<file path="config.mk">
export PLATFORM = sky130hd
export DESIGN_NAME = bsc_csr
export DESIGN_NICKNAME = d
export VERILOG_FILES = /design/src/hw/rtl/bsc_pkg.sv /design/src/hw/rtl/bsc_csr.sv
export SDC_FILE = /design/constraint.sdc
export NUM_CORES = 1
export LEC_CHECK = 0
export BUFFER_PORTS_ARGS = -buffer_cell sky130_fd_sc_hd__buf_4
export CORE_MARGIN = 2
export CORE_UTILIZATION = 45
export CTS_CLUSTER_DIAMETER = 30
export CTS_CLUSTER_SIZE = 14
export DETAILED_ROUTE_END_ITERATION = 10
export MAX_ROUTING_LAYER = met4
export PLACE_DENSITY = 0.8
export SLEW_MARGIN = 20
export SYNTH_ARGS = -nofsm -noshare
export SYNTH_HDL_FRONTEND = slang
export SYNTH_SLANG_ARGS = --single-unit
</file>
<file path="constraint.sdc">
create_clock -name clock -period 1.6 [get_ports clock]
set_input_delay 0.16 -clock clock [delete_from_list [all_inputs] [get_ports clock]]
set_output_delay 0.16 -clock clock [all_outputs]
set_load 0.02 [all_outputs]
</file>
<file path="src/hw/rtl/bsc_pkg.sv">
// Package for the barometric sensor compensation block: types, constants,
// and the calibration struct. No dependencies.
package bsc_pkg;

   localparam int DivWidth = 32;

   localparam logic [31:0] B6_OFFSET   = 32'd4000;
   localparam logic [31:0] B4_OFFSET   = 32'd32768;
   localparam logic [31:0] B7_SCALE    = 32'd50000;
   localparam logic [31:0] P_C1        = 32'd3038;
   localparam logic [31:0] P_C2        = 32'hFFFF_E343; // -7357
   localparam logic [31:0] P_C3        = 32'd3791;

   localparam logic [2:0] REG_AC1_AC2 = 3'd0;
   localparam logic [2:0] REG_AC3_AC4 = 3'd1;
   localparam logic [2:0] REG_AC5_AC6 = 3'd2;
   localparam logic [2:0] REG_B1_B2   = 3'd3;
   localparam logic [2:0] REG_MC_MD   = 3'd4;
   localparam logic [2:0] REG_OSS     = 3'd5;

   typedef struct packed {
      logic [31:0] ac1_ac2;
      logic [31:0] ac3_ac4;
      logic [31:0] ac5_ac6;
      logic [31:0] b1_b2;
      logic [31:0] mc_md;
      logic [1:0]  oss;
   } cal_type;

   function automatic logic [31:0] sx16(input logic [15:0] x);
      sx16 = {{16{x[15]}}, x};
   endfunction

   function automatic logic [31:0] asr(input logic [31:0] v, input logic [4:0] s);
      asr = 32'($signed(v) >>> s);
   endfunction

endpackage

</file>
<file path="src/hw/rtl/bsc_csr.sv">
// APB-style register file for calibration words and oversampling.
// Depends on bsc_pkg.
module bsc_csr
   import bsc_pkg::*;
(
   input  logic        clock,
   input  logic        reset,
   input  logic        csr_psel,
   input  logic        csr_penable,
   input  logic        csr_pwrite,
   input  logic [4:0]  csr_paddr,
   input  logic [31:0] csr_pwdata,
   output logic [31:0] csr_prdata,
   output logic        csr_pready,
   output cal_type     cal
);
   cal_type     cal_ff;
   logic [2:0]  idx;

   assign idx = csr_paddr[4:2];
   assign csr_pready = 1'b1;
   assign cal = cal_ff;

   always_ff @(posedge clock) begin
      if (reset) begin
         cal_ff <= '{ac1_ac2: 32'd0, ac3_ac4: 32'd0, ac5_ac6: 32'd0, b1_b2: 32'd0,
                     mc_md: 32'd0, oss: 2'd3};
      end else if (csr_psel && csr_penable && csr_pwrite) begin
         unique case (idx)
            REG_AC1_AC2: cal_ff.ac1_ac2 <= csr_pwdata;
            REG_AC3_AC4: cal_ff.ac3_ac4 <= csr_pwdata;
            REG_AC5_AC6: cal_ff.ac5_ac6 <= csr_pwdata;
            REG_B1_B2:   cal_ff.b1_b2   <= csr_pwdata;
            REG_MC_MD:   cal_ff.mc_md   <= csr_pwdata;
            REG_OSS:     cal_ff.oss     <= csr_pwdata[1:0];
            default: ;
         endcase
      end
   end

   always_comb begin
      unique case (idx)
         REG_AC1_AC2: csr_prdata = cal_ff.ac1_ac2;
         REG_AC3_AC4: csr_prdata = cal_ff.ac3_ac4;
         REG_AC5_AC6: csr_prdata = cal_ff.ac5_ac6;
         REG_B1_B2:   csr_prdata = cal_ff.b1_b2;
         REG_MC_MD:   csr_prdata = cal_ff.mc_md;
         REG_OSS:     csr_prdata = {30'd0, cal_ff.oss};
         default:     csr_prdata = '0;
      endcase
   end
endmodule

</file>
After elaboration in Yosys (flattened, before gate mapping)
Cells that the tools add are included.
- reductions and logical operators: 9
- mux-type cells: 1
- equal/unequal tests: 5
- operator list (operator ; count):
    case mux 32 bit (6 select lines) ; 1
    AND reduction 2 bit ; 6
    == test 3 x 2 -> 1 bit, second input constant ; 2
    == test 3 bit, second input constant ; 2
    == test 3 x 1 -> 1 bit, second input constant ; 1
    logical NOT 3 bit ; 1
    logical AND 1 bit ; 2
- register bits: 162
- logic and storage cells: 21
- input bits: 42
- output and inout bits: 195

Logic depth before layout (Yosys ltp)
Gate-level depths: netlist of run 1.
- depth in word-level cells: 3
- depth in mapped cells: 7

Least setup slack after synthesis of run 1
OpenSTA, ideal clock, no wires.
- kind: input to output
- from: input csr_paddr[3]
- to: output csr_prdata[0]
- arrival: 1.321 ns
- data required time: 1.440 ns
- slack: 0.119 ns
- cell stages on the path: 6
- cells stage by stage: buf_6 or2_1 buf_2 buf_2 buf_6 o221ai_1
- cells in the longest elaborated chain, start to end: 2
- ends and longest elaborated chain (element ; line ; source):
    start, declared ; bsc_csr.sv:11 ; input logic [4:0] csr_paddr,
    == test 3 bit, or another cell as far along ; bsc_csr.sv:42 ; unique case (idx)
    case mux 32 bit (6 select lines) (*) ; bsc_csr.sv:42 ;
    end, declared ; bsc_csr.sv:13 ; output logic [31:0] csr_prdata,
Every way passes the cells marked *; elsewhere a longest branch is shown, timed or not.

Worst setup path in the final report of run 1
- from: register cal_ff (netlist bit cal[96])
- to: output csr_prdata[30]
- cells in the longest elaborated chain, start to end: 1
- ends and longest elaborated chain (element ; line ; source):
    start, declared ; bsc_csr.sv:17 ; cal_type cal_ff;
    start signal, assigned ; bsc_csr.sv:26 ; cal_ff <= '{ac1_ac2: 32'd0, ac3_ac4: 32'd0, ac5_ac6: 32'd0, b1_b2: 32'd0,
    case mux 32 bit (6 select lines) ; bsc_csr.sv:42 ;
No other way between the ends.

==> flow_summary.ini, run 1 <==
[pwr]
p_per_area_mw_per_mm2 = 884
leakage_nw = 4.72
vdd_drop_max_mv = 0.742

[worst_setup_path]
crit_slowest_cell = dfxtp_2
slowest_delay_ns = 0.33
path_max_fanout = 3
path_class = reg2out
path_cells = mux2_4, a22oi_2, o22ai_1, buf_4
worstPathArrival_ns = 1.44
end_kind = output pin
start_kind = flop
required_ns = 1.44

[cts]
cts_tree = done
clkTransAtPathRegs_ns = 0.06
cts_max_path_buffers = 2
cts_root_buf = clkbuf_16
worstSkewPairLatency_ns = 0.42
h-tree-depth = 4
clock_sinks = 162
cts_made_buffers = 17

[synth]
synth-seq-cells = 162
syn_area_mm2 = 0.00774
syn_avg_cell_area_um2 = 8.97
yosysUniqueCellTypes = 29
synth_top_area_share_pct = 41.9
synthFlopType = dfxtp_1
async_reset_ff_share_pct = 0
synth_most_common_cell = dfxtp_1
syn_nets = 905
synth_common_cells = dfxtp_1, o21ai_0, mux2i_1
yosysTopAreaCell = dfxtp_1
ys_seq_area_share_pct = 41.9
synthCells = 863
synth-edff-count = 0
synth.area.top_cells = dfxtp_1, mux2i_1, nand2b_1
synth.yosys.warnings = 0

[detailed_routing]
viasPerCell = 5.81
wl_um = 26500
dr_total_vias = 7712
drc = 0
drtIter0Drc = 826
antenna_left = 0
detail_route.wl_per_cell_um = 19.9
drtPass1Iterations = 5

[layout]
syn_to_final_growth_pct = 40.5
ff_latch_area_mm2 = 0.00328
largest_register_ffs = 162
diodes = 0
stdcell_count = 1328
multi_input_area_mm2 = 0.00416
drive_gt1_share_pct = 34.6
nFillCells = 1351
final_core_util_pct = 65.1
nets = 1137
post-route-cell-area_mm2 = 0.0109

[global_route]
grtUsageTotal_pct = 28.7
grt-ovfl-total = 0
grt_max_degree = 107
grt_pass1_wl_um = 39500
grt_pass1_vias = 7233
antenna_found_initial = 0

[placed_design]
dp_hpwl_um = 16900
io_buffers = 233
dpl-instance-area_mm2 = 0.00981
dp.cells = 1269
gp_congestion = 0.824

[floorplan]
core_area_mm2 = 0.0167
start_util_pct = 46.4
ios = 237
num_rows = 47
die_y_um = 135
die_w_um = 135
dieArea_mm2 = 0.0183

[sta]
relSlewSlack_pct = 65.7
fin_skew_ns = 0
hold_ws_ns = 0.0105
max_freq_ghz = 0.623
worst_slack_ns = -0.00408
fin_crit_sh_pct = 100
rsz0062_at_grt = true
hold_viol_final = 0
setup_viol = 2
worst_pin_slew_ns = 0.515
min_period_ns = 1.60
finalMaxSlewViolations = 0

[flow_run]
cap_violations = 0

[run_status]
violations = negative setup slack
status = finished, violations left

[min_path]
hp-class = in2reg
==> power breakdown <==
part	leakage, nW	switching [mW]	internal (mW)
logic	3.09	0.565	0.391
clock network	0.313	1.71	2.86
registers	1.32	0.0270	4.06
total	4.72	2.30	7.31
==> layout make-up <==
cell class	instances	area share [%]
clock buffer	20	4.20
tap	220	2.53
timing repair buffer	301	23.0
multi-input combinational	613	38.3
sequential	162	30.1
clock inverter	12	1.88
==> kinds of logic (layout without fill, tap and decap cells) <==
kind of cell	Yosys count	after routing	share of synthesized area (%)
AOI/OAI and AO/OA	281	281	20.7
buffers and inverters	88	333	5.96
DFF	162	162	41.9
muxes	115	115	15.1
other	1	1	0.0484
and+or+nand+nor	216	216	16.3
==> cell usage in the layout, fill, tap and decap left out, types with 21 or more instances in the layout <==
cell type / n
dfxtp_2: 27
dfxtp_1: 135
dlygate4sd3_1: 21
o21ai_1: 30
nand2b_1: 96
nor2b_1: 33
o21ai_0: 111
buf_4: 263
mux2i_1: 98
nand3_1: 67
a21oi_1: 64
==> critical path, delay by kind of cell, from the launching register on <==
kind,cells,cell delay (ns)
flops,1,0.33
mux,1,0.28
compound gates,2,0.24
buf+inv,1,0.17
==> routing by layer <==
layer	vias up	routed length (µm)	track usage, %
li1	3558	-	-
met1	3696	10900	35.0
met2	400	12700	46.6
met3	58	2210	6.62
met4	0	614	10.6
met5	-	0	-
==> final timing paths <==
| check | endpoint | cells after the start | startpoint | slack (ns) |
|---|---|---|---|---|
| max | csr_prdata[30] | 4 | cal[96] | -0.004 |
| min | cal[114] | 3 | csr_pwdata[16] | 0.01 |
| max reg2reg | cal[11] | 3 | cal[11] | 0.79 |
| min reg2reg | cal[41] | 2 | cal[41] | 0.49 |
==> per-stage QoR <==
step / worst slack (ns) / total power [mW] / setup TNS (ns)
6_report: -0.00408 / 9.62 / -0.00556
5_1_grt: -0.0358 / 9.86 / -0.312
4_1_cts: 0.000525 / 9.61 / 0
3_5_place_dp: 0.0801 / 5.06 / 0
3_3_place_gp: 0.0774 / 5.05 / 0
2_1_floorplan: 0.119 / 4.65 / 0
==> what timing repair did <==
action	in CTS	in global routing
endpoints found under the setup margin	14	18
buffers inserted	0	6
endpoints found under the hold margin	29	0
hold buffers	21	0
pin swaps	9	9
resized for setup	25	25
No activity file was read; power rests on OpenSTA's default activity.
==> run 2, diff against run 1 <==
- CORE_UTILIZATION: 45 -> 52
- PLACE_DENSITY: 0.8 -> 0.9
==> flow_summary.ini, run 2 (same netlist as run 1, synthesis figures left out) <==
[run_status]
status = finished clean

[layout]
multi_input_area_mm2 = 0.00417
diodes = 0
final_cell_mix = buf_4, dfxtp_1, o21ai_0, mux2i_1, nand2b_1
layout_commonest_cell = buf_4
syn_to_final_growth_pct = 36.9
nets = 1126
drive_gt1_share_pct = 34.0
largest_register_ffs = 162
ff_latch_area_mm2 = 0.00327
nFillCells = 1025
stdcell_count = 1281

[worst_setup_path]
path_cells = mux2_2, a22oi_2, o22ai_2, buf_4
end_kind = output pin
required_ns = 1.44
start_kind = flop
worstPathArrival_ns = 1.43
crit_slowest_cell = dfxtp_1
path_class = reg2out
slowest_delay_ns = 0.33
path_max_fanout = 3

[sta]
hold_ws_ns = 0.0116
relSlewSlack_pct = 65.4
worst_pin_slew_ns = 0.519
max_freq_ghz = 0.629
finalMaxSlewViolations = 0
fin_crit_sh_pct = 99.4
min_period_ns = 1.59
rsz0062_at_grt = true
hold_viol_final = 0
setup_viol = 0
fin_skew_ns = 0
setup_tns_ns = 0

[cts]
worstSkewPairLatency_ns = 0.42
cts_made_buffers = 17
cts_max_path_buffers = 2
h-tree-depth = 4
cts_root_buf = clkbuf_16
clock_sinks = 162
clkTransAtPathRegs_ns = 0.06
cts_tree = done

[min_path]
hp-class = in2reg

[pwr]
leakage_nw = 4.63
clkPwrFrac_pct = 44.1
vdd_drop_max_mv = 0.666
comb_power_share_pct = 10.4
p_int_mw = 6.76
swShare_pct = 24.8
p_per_area_mw_per_mm2 = 849
p_seq_share_pct = 45.5
p_switching_mw = 2.23

[global_route]
antenna_found_initial = 0
grtUsageTotal_pct = 32.3
grt-ovfl-total = 0
grt_pass1_vias = 7220
grt_pass1_wl_um = 39600
grt_max_degree = 69

[floorplan]
num_rows = 44
core_area_mm2 = 0.0145
ios = 237
dieArea_mm2 = 0.0159
start_util_pct = 53.3
die_y_um = 126
die_w_um = 126

[detailed_routing]
antenna_left = 0
detail_route.wl_per_cell_um = 20.6
viasPerCell = 6.13
drc = 0
dr_total_vias = 7850
drtPass1Iterations = 7
drtIter0Drc = 850
wl_um = 26400

[placed_design]
io_buffers = 233
dp_hpwl_um = 17000
gp_congestion = 0.849
dp.cells = 1240

[flow_run]
cap_violations = 0
==> run 2: changes by cell type in the layout (fill, tap and decap cells not counted), sizes merged <==
cell / change
clkinv: +1
bufinv: -3
clkbuf: +2
dlygate4sd3: -13
buf: +2
clkinvlp: +1
inv: -1
==> run 2: cell type report <==
| cell class | instances | share of cell area [%] |
|---|---|---|
| Timing Repair Buffer | 290 | 22.3 |
| Clock buffer | 22 | 4.29 |
| Sequential cell | 162 | 30.8 |
| Clock inverter | 10 | 1.04 |
| Multi-Input combinational cell | 613 | 39.3 |
| Tap cell | 184 | 2.17 |
==> run 2: path summary, 6_finish.rpt <==
check | end | slack, ns | cells after the start | from
worst max-delay path | csr_prdata[3] | 0.009 | 4 | cal[37]
worst min-delay path | cal[153] | 0.01 | 3 | csr_pwdata[23]
worst max register to register | cal[21] | 0.78 | 3 | cal[21]
worst min register to register | cal[46] | 0.49 | 2 | cal[46]
==> run 2: power by group through the flow <==
stage               registers (mW)  logic (mW)  clock network, mW
floorplan                     4.21       0.445                  0
global placement              4.18       0.870                  0
detailed placement            4.18       0.881                  0
CTS                           4.09       0.907               3.97
global route                  4.09       0.976               4.15
finish                        4.09       0.932               3.97
==> run 2: layer usage <==
layer | vias up | share of wire (%) | track usage, %
met5 | - | 0 | -
met4 | 0 | 4.3 | 16.6
met3 | 95 | 8.1 | 5.95
met2 | 486 | 48 | 51.5
met1 | 3741 | 39 | 39.2
li1 | 3528 | - | -
==> run 2: metrics by stage <==
stage                     cell area (µm²)  util, %  worst slack (ns)  power, mW
final                               10600     72.9           0.00942       8.99
after global routing                10600     72.9           -0.0554       9.21
after CTS                           10500     72.1           0.00321       8.96
after detailed placement             9810     67.5           -0.0347       5.06
after global placement               9810     67.5           0.00405       5.05
after floorplan                      7740        -             0.119       4.65
==> run 2: what timing repair did <==
action	in CTS	in global routing
buffers inserted	0	1
hold endpoints to repair	9	0
pin swaps	6	7
setup endpoints to repair	10	16
resized for setup	9	34
hold buffers	8	0
==> run 2: critical path: cells and delay by family, from the launching register on <==
kind,cells,cell delay (ns)
buffers and inverters,1,0.16
DFF,1,0.33
AOI/OAI and AO/OA,2,0.23
muxes,1,0.28
